--- config.mk ---
export PLATFORM = sky130hd
export DESIGN_NAME = sccf_cfg
export DESIGN_NICKNAME = d
export VERILOG_FILES = /design/src/design/swept_circle_collision_filter_assert.svh /design/src/design/sccf_pkg.sv /design/src/design/sccf_cfg.sv
export SDC_FILE = /design/constraint.sdc
export NUM_CORES = 1
export LEC_CHECK = 0
export BUFFER_PORTS_ARGS = -buffer_cell sky130_fd_sc_hd__buf_2
export CAP_MARGIN = 25
export CELL_PAD_IN_SITES_DETAIL_PLACEMENT = 0
export CELL_PAD_IN_SITES_GLOBAL_PLACEMENT = 1
export CORE_MARGIN = 3
export CORE_UTILIZATION = 37
export DETAILED_ROUTE_END_ITERATION = 8
export PLACE_DENSITY = 0.88
export SYNTH_ARGS = -nofsm -noshare
export SYNTH_HDL_FRONTEND = slang
export SYNTH_SLANG_ARGS = --single-unit
--- constraint.sdc ---
create_clock -name clk -period 1.4 [get_ports clk]
set_input_delay 0.07 -clock clk [delete_from_list [all_inputs] [get_ports clk]]
set_output_delay 0.07 -clock clk [all_outputs]
set_load 0.1 [all_outputs]
--- src/design/swept_circle_collision_filter_assert.svh ---
// ---------------------------------------------------------------------------
// Assertion macros for the swept circle collision filter
// Implication checks, same-cycle and next-cycle.
// ---------------------------------------------------------------------------
`ifndef SWEPT_CIRCLE_COLLISION_FILTER_ASSERT_SVH
`define SWEPT_CIRCLE_COLLISION_FILTER_ASSERT_SVH

`define SCCF_ASSERT_NOW(lbl, ck, rn, ante, cons, msg) \
  lbl: assert property (@(posedge ck) disable iff (!rn) (ante) |-> (cons)) else $error(msg);

`define SCCF_ASSERT_NEXT(lbl, ck, rn, ante, cons, msg) \
  lbl: assert property (@(posedge ck) disable iff (!rn) (ante) |=> (cons)) else $error(msg);

`endif

--- src/design/sccf_pkg.sv ---
// ---------------------------------------------------------------------------
// sccf_pkg
// Types and register codes shared by the collision filter modules.
// ---------------------------------------------------------------------------
package sccf_pkg;

  localparam int AddrW = 5;

  typedef enum logic [2:0] {
    REG_A_CUR_X  = 3'd0,
    REG_A_CUR_Y  = 3'd1,
    REG_A_PREV_X = 3'd2,
    REG_A_PREV_Y = 3'd3,
    REG_A_RAD    = 3'd4
  } reg_idx_t;

  typedef struct packed {
    logic signed [23:0] ax;
    logic signed [23:0] ay;
    logic signed [23:0] apx;
    logic signed [23:0] apy;
    logic [15:0]        arad;
  } ref_circle_t;

  typedef struct packed {
    logic               mode;
    logic               dz;
    logic [49:0]        d2;
    logic [51:0]        den;
    logic signed [51:0] num;
    logic [49:0]        e2;
    logic [33:0]        r2;
  } geom_t;

endpackage

--- src/design/sccf_cfg.sv ---
// ---------------------------------------------------------------------------
// sccf_cfg
// Register file holding the reference circle, written over the APB port.
// ---------------------------------------------------------------------------
module sccf_cfg
  import sccf_pkg::*;
(
  input  logic                clk,
  input  logic                rst_n,
  input  logic                psel,
  input  logic                penable,
  input  logic                pwrite,
  input  logic [AddrW-1:0]    paddr,
  input  logic [31:0]         pwdata,
  output logic [31:0]         prdata,
  output logic                pready,
  output ref_circle_t         ref_o
);

  ref_circle_t ref_r;
  ref_circle_t ref_nxt;
  reg_idx_t    idx;
  logic        wr;

  assign idx    = reg_idx_t'(paddr[4:2]);
  assign wr     = psel & penable & pwrite;
  assign pready = 1'b1;
  assign ref_o  = ref_r;

  always_comb begin
    ref_nxt = ref_r;
    if (wr) begin
      case (idx)
        REG_A_CUR_X:  ref_nxt.ax   = pwdata[23:0];
        REG_A_CUR_Y:  ref_nxt.ay   = pwdata[23:0];
        REG_A_PREV_X: ref_nxt.apx  = pwdata[23:0];
        REG_A_PREV_Y: ref_nxt.apy  = pwdata[23:0];
        REG_A_RAD:    ref_nxt.arad = pwdata[15:0];
        default:      ref_nxt = ref_r;
      endcase
    end
  end

  always_comb begin
    case (idx)
      REG_A_CUR_X:  prdata = {8'd0, ref_r.ax};
      REG_A_CUR_Y:  prdata = {8'd0, ref_r.ay};
      REG_A_PREV_X: prdata = {8'd0, ref_r.apx};
      REG_A_PREV_Y: prdata = {8'd0, ref_r.apy};
      REG_A_RAD:    prdata = {16'd0, ref_r.arad};
      default:      prdata = 32'd0;
    endcase
  end

  always_ff @(posedge clk) begin
    if (!rst_n) begin
      ref_r <= '0;
    end else begin
      ref_r <= ref_nxt;
    end
  end

endmodule

==> impl_results.md, run 1 <==
- Outcome: finished, violations left
- Failing checks: setup timing
- Diode count: 0
- Largest register FFs: 112
- Final Util: 56.9%
- Syn Std Cell Area: 4990 sq um
- WHS Path Cells: 3
- Worst-skew pair later-pin latency: 0.35 ns
- Avg Inst Size Synth: 10.3 sq um
- Sink Count: 112
- IO Count: 187
- Slew Viols, Final: 0
- First-pass GRT wire length: 24.2 mm
- Largest family of logic cells by synthesized area: multiplexers
- CP startpoint kind: register
- Top cells by area, synth: dfxtp_1, mux2i_1, nand2_1
- Least-Margin Pin Slew: 0.593 ns
- CTS Hold Buffers Added: 0
- CTS root buf: clkbuf_16
- Antenna Nets Post-Route: 0
- Layout Nets: 723
- PortBufs: 167
- Core Region: 12,900 sq um
- Clk_skew: 0 ns
- Critical Path RT: 1.33 ns
- Hold slack: 0.0536 ns
- Compound-gate portion of the synthesized area: 6.01%
- Vias: 4,321
- DRC viols: 0
- Clock power share: 40.1%
- Post-synthesis sequential area ratio: 44.9%
- Max-cap violations: 0
- Fmax: 0.643 GHz
- Die W: 122 um
- RSZ-0062 raised after global routing: true
- Routed WL: 15.4 mm
- Die area: 14,900 sq um
- Leading area contributor after synthesis: dfxtp_1
- Power per cell area: 889 nW/um^2
- CP Class: register to output port
- Final worst setup slack: -0.156 ns
- Layout cells sized above 1: 57.1%
- RePlAce Congestion: 0.770
- Maximum clock path buffer count: 2
- Synthesis-to-layout area growth: 47.2%
- Sw frac: 27.0%
- Cells on worst reg2reg path: 3
- Post-Synth Simple-Gate Area: 13.5%
- Crit Path Max Fanout: 2
- Yosys cell types: 24
- Register area: 2490 sq um
- Initial Utilization: 38.6%
- Post-route minimum period: 1.56 ns
- Vias in the first global route: 4,552
- Part of the power in registers: 48.1%
- Synth Warn #: 0
- Wire length on met2: 7.63 mm
- Worst EP arrival: 1.49 ns
- DR WL/cell: 17.9 um
- Hold WC Path Type: primary input to register
- Finished Layout Cells: 858
- H-Tree Depth: 3
- Die Span Y: 122 um
- Relative slew slack: 60.4%
- FP Rows: 41
- Vias per cell: 5.04
- Final worst-path cycle share: 111%
- Worst-path clk slew: 0.07 ns
- Worst slack at placement: -0.340 ns
- Tot GR Track Use: 20.9%
- Setup violations, final: 24
- Met3 wire len: 1.28 mm
- LEAKAGE: 0.00326 uW
- Total grt overflow: 0
- Violation count after the first detailed-route iteration: 258
- Num CTS Buffers: 9
- Net Switching: 1760 uW
- Setup crit end kind: output port
- Placed insts: 813
- CTS tree: done
- Top Layer Used: met4
- DRT met1 WL: 6.22 mm
- Post-synthesis mux area share: 29.3%
- Initial antenna violation count: 0
- Top cell type's share of synthesized area: 44.9%
- Combinational share of power: 11.7%
- Hpwl dp: 10.9 mm
- # fillers: 1,118
- Worst ir drop on vdd: 594 uV
- Largest net degree at the start of global routing: 48
- Xor/xnor cell area share of the yosys netlist: 0%
- Internal: 4770 uW
- Gate Count Post-Synth: 484
- Synth Register Bits: 112
- DR pass1 iterations: 4
- Synth Area in Adders: 0%
- Fin. Hold Viols: 0
- Area of the multi-input gates: 2570 sq um
## power by group through the flow
stage / Clock, uW / Combinational [uW] / Sequential [uW]
6_report: 2620 / 767 / 3150
5_1_grt: 2810 / 809 / 3150
4_1_cts: 2690 / 771 / 3150
3_5_place_dp: 0 / 754 / 3220
3_3_place_gp: 0 / 742 / 3220
2_1_floorplan: 0 / 393 / 3390
## metal layers
layer | track usage (%) | vias up
met5 | 0 | -
met4 | 6.44 | 0
met3 | 6.87 | 20
met2 | 37.4 | 156
met1 | 23.5 | 2079
li1 | - | 2066
## layout by cell type (no fill, tap or decap), drive strengths merged
cell     count
buf        225
nor3b        2
nand2      137
nor2b        8
conb         9
clkinv       3
nor2         3
nand4b       1
mux2i      128
inv          2
bufinv       1
o2bb2ai     16
mux4         8
clkbuf      10
nand2b       2
and4         1
a221o       16
nor3         1
dfxtp      112
or3          1
## synthesized netlist by cell type
master,n
or3_1,1
mux2i_1,128
clkbuf_1,16
nand2_1,137
a221o_1,16
buf_2,4
buf_1,2
nor2b_1,8
buf_4,15
nor3_2,1
mux4_2,8
nor2_1,1
dfxtp_1,112
nand4b_4,1
nand2b_1,2
conb_1,2
buf_8,2
nor3b_1,1
o2bb2ai_1,16
and4_1,1
nor2_2,1
buf_6,7
nor2_4,1
nor3b_4,1
## critical path, stage by stage (launching register included)
cell and delay (ns):
dfxtp_4 0.35, mux4_2 0.47, nor2b_4 0.15, buf_12 0.17
## kinds of logic after synthesis
kind of cell,count (synthesis)
AOI/OAI and AO/OA,32
buffers and inverters,46
DFF,112
muxes,136
other,2
and+or+nand+nor,156
## path summary, 6_finish.rpt
check / startpoint / endpoint / slack [ns]
worst max-delay path: ref_o[37]$_SDFFE_PN0P_ / prdata[21] / -0.16
worst min-delay path: pwdata[16] / ref_o[104]$_SDFFE_PN0P_ / 0.05
worst max register to register: ref_o[36]$_SDFFE_PN0P_ / ref_o[36]$_SDFFE_PN0P_ / 0.65
worst min register to register: ref_o[9]$_SDFFE_PN0P_ / ref_o[9]$_SDFFE_PN0P_ / 0.46
## metrics by stage
stage | cell area, sq um | setup TNS [ns] | total power [uW]
final | 7350 | -2.21 | 6530
after detailed placement | 6720 | -6.13 | 3980
after floorplan | 5350 | -1.10 | 3790
after CTS | 7340 | -2.69 | 6610
after global routing | 7350 | -3.50 | 6770
after global placement | 6720 | -5.29 | 3960
## cell type report
| class | instances | share of cell area [%] |
|---|---|---|
| multi-input cells | 333 | 34.9 |
| repair buffers | 225 | 24.1 |
| well taps | 172 | 2.93 |
| flip-flops and latches | 112 | 33.9 |
| clock inverters | 6 | 0.885 |
| clock buffers | 10 | 3.25 |
## timing repair
item / CTS / global route
gates resized for setup: 29 / 0
hold endpoints to repair: 0 / 0
cloned: 0 / 0
pin swaps: 8 / 9
buffers inserted: 28 / 1
endpoints found under the setup margin: 24 / 24
No activity file was read; power rests on OpenSTA's default activity.
==> run 2, diff against run 1 <==
- CORE_UTILIZATION: 37 -> 33
- PLACE_DENSITY: 0.88 -> 0.84
- clock period: 1.4 -> 1.3 ns (I/O delays scaled with it)
==> impl_results.md, run 2 (synthesis results as in run 1) <==
- Initial Utilization: 34.1%
- Final worst-path cycle share: 120%
- Tot GR Track Use: 18.4%
- Layout Nets: 723
- CP startpoint kind: register
- Crit Path Max Fanout: 3
- Sink Count: 112
- Layout cells sized above 1: 58.5%
- Die Span Y: 129 um
- Slowest stage delay, CP: 0.35 ns
- Least-Margin Pin Slew: 0.513 ns
- DRC viols: 0
- Grt met2 use: 30.9%
- Worst-skew pair later-pin latency: 0.35 ns
- Routed WL: 15.6 mm
- Cell Chain, Critical Path: mux2i_1 -> o2bb2ai_2 -> a221o_4 -> buf_12
- Final worst setup slack: -0.258 ns
- Fmax: 0.642 GHz
- H-Tree Depth: 3
- DR pass1 iterations: 4
- Largest net degree at the start of global routing: 34
- Largest register FFs: 112
- Power per cell area: 910 nW/um^2
- Most frequent cells in the layout: nand2_1, mux2i_1, buf_2, dfxtp_4, buf_4
- Met1 usage in global routing: 24.1%
- GRT Max-Usage Layer: met2
- CTS Hold Buffers Added: 0
- Register-to-Register Setup Slack: 0.49 ns
- Clk_skew: 0 ns
- Commonest non-fill, non-tap cell in the layout: nand2_1
- Vias per cell: 4.98
- Core Region: 14,600 sq um
- Initial antenna violation count: 0
- Die area: 16,600 sq um
- Fin. Hold Viols: 0
- Num CTS Buffers: 9
- Violation count after the first detailed-route iteration: 184
- PortBufs: 167
- IO Count: 187
- Slew Viols, Final: 0
- Setup violations, final: 24
- Worst ir drop on vdd: 616 uV
- Worst-path clk slew: 0.07 ns
- CTS tree: done
- Slowest cell on the critical path: dfxtp_4
- Die W: 129 um
- Critical Path RT: 1.24 ns
- CTS root buf: clkbuf_16
- Met3 usage: 2.93%
- LEAKAGE: 0.00336 uW
- CP Class: register to output port
- Final Util: 52.9%
- Synthesis-to-layout area growth: 55.2%
- FP Rows: 44
- Maximum clock path buffer count: 2
- Relative slew slack: 66.0%
- Vias: 4,330
- Outcome: finished, violations left
- Hpwl dp: 11.2 mm
- Setup crit end kind: output port
- Total Power: 7060 uW
- Failing checks: setup timing
- Post-route minimum period: 1.56 ns
- Diode count: 0
- RePlAce Congestion: 0.791
- Worst EP arrival: 1.49 ns
- Antenna Nets Post-Route: 0
- Hold WC Path Type: primary input to register
- Max-cap violations: 0
- RSZ-0062 raised after global routing: true
- DR WL/cell: 17.9 um
- Vias in the first global route: 4,418
- First-pass GRT wire length: 24.0 mm
- Total grt overflow: 0
==> run 2: cell types whose count changed in the layout (fill, tap and decap cells not counted), moves of 3 or more <==
cell       previous run  this run
clkbuf_4              0        11
mux2i_2               0         3
dfxtp_4              44        70
a221o_2              16         1
o2bb2ai_2             0         5
buf_2               142       125
dfxtp_2              68        42
a221o_4               0        15
o2bb2ai_1            16        11
mux2i_1             128       125
buf_12               35        41
==> run 2: per-stage QoR <==
step,hold slack (ns),area [sq um],instances,setup slack (ns),TNS (ns)
3_3_place_gp,0.386,7070,831,-0.218,-6.53
3_5_place_dp,0.396,7070,831,-0.251,-10.0
5_1_grt,0.0483,7750,870,-0.302,-6.35
6_report,0.0426,7750,870,-0.258,-5.06
4_1_cts,0.0220,7610,862,-0.266,-5.51
2_1_floorplan,0.259,5600,491,-0.0947,-0.775
==> run 2: cell type report <==
cell class | count | area (sq um)
Clock buffer | 12 | 278
Tap cell | 184 | 230
Multi-Input combinational cell | 333 | 2770
Sequential cell | 112 | 2560
Fill cell | 1298 | 6890
Clock inverter | 4 | 31.3
Timing Repair Buffer | 225 | 1890
==> run 2: path summary, 6_finish.rpt <==
path,start,to,cells past startpoint
hold reg to reg,ref_o[14]$_SDFFE_PN0P_,ref_o[14]$_SDFFE_PN0P_,2
setup reg to reg,ref_o[32]$_SDFFE_PN0P_,ref_o[32]$_SDFFE_PN0P_,4
setup / recovery,ref_o[22]$_SDFFE_PN0P_,prdata[6],4
hold / removal,pwdata[18],ref_o[34]$_SDFFE_PN0P_,3
==> run 2: power by group <==
group	internal, uW	switching (uW)	leakage, uW
clock network	1540	1290	0.000155
logic	250	641	0.00223
registers	3320	21.1	0.000981
total	5110	1950	0.00336
==> run 2: worst max-delay path, delay by kind of cell (launching register included) <==
kind                   cells  cell delay, ns
muxes                      1            0.19
buffers and inverters      1            0.17
DFF                        1            0.35
AOI/OAI and AO/OA          2            0.43
==> run 2: per-layer routing <==
| layer | part of all wire [%] | up-vias |
|---|---|---|
| met1 | 45 | 2096 |
| met2 | 48 | 147 |
| met4 | 1.6 | 0 |
| met3 | 5.0 | 15 |
| li1 | - | 2072 |
| met5 | 0 | - |
==> run 2: timing repair <==
action / in CTS / in global routing
pin swaps: 2 / 3
endpoints found under the hold margin: 0 / 0
resized for setup: 30 / 24
setup endpoints to repair: 24 / 33
buffers inserted: 15 / 8
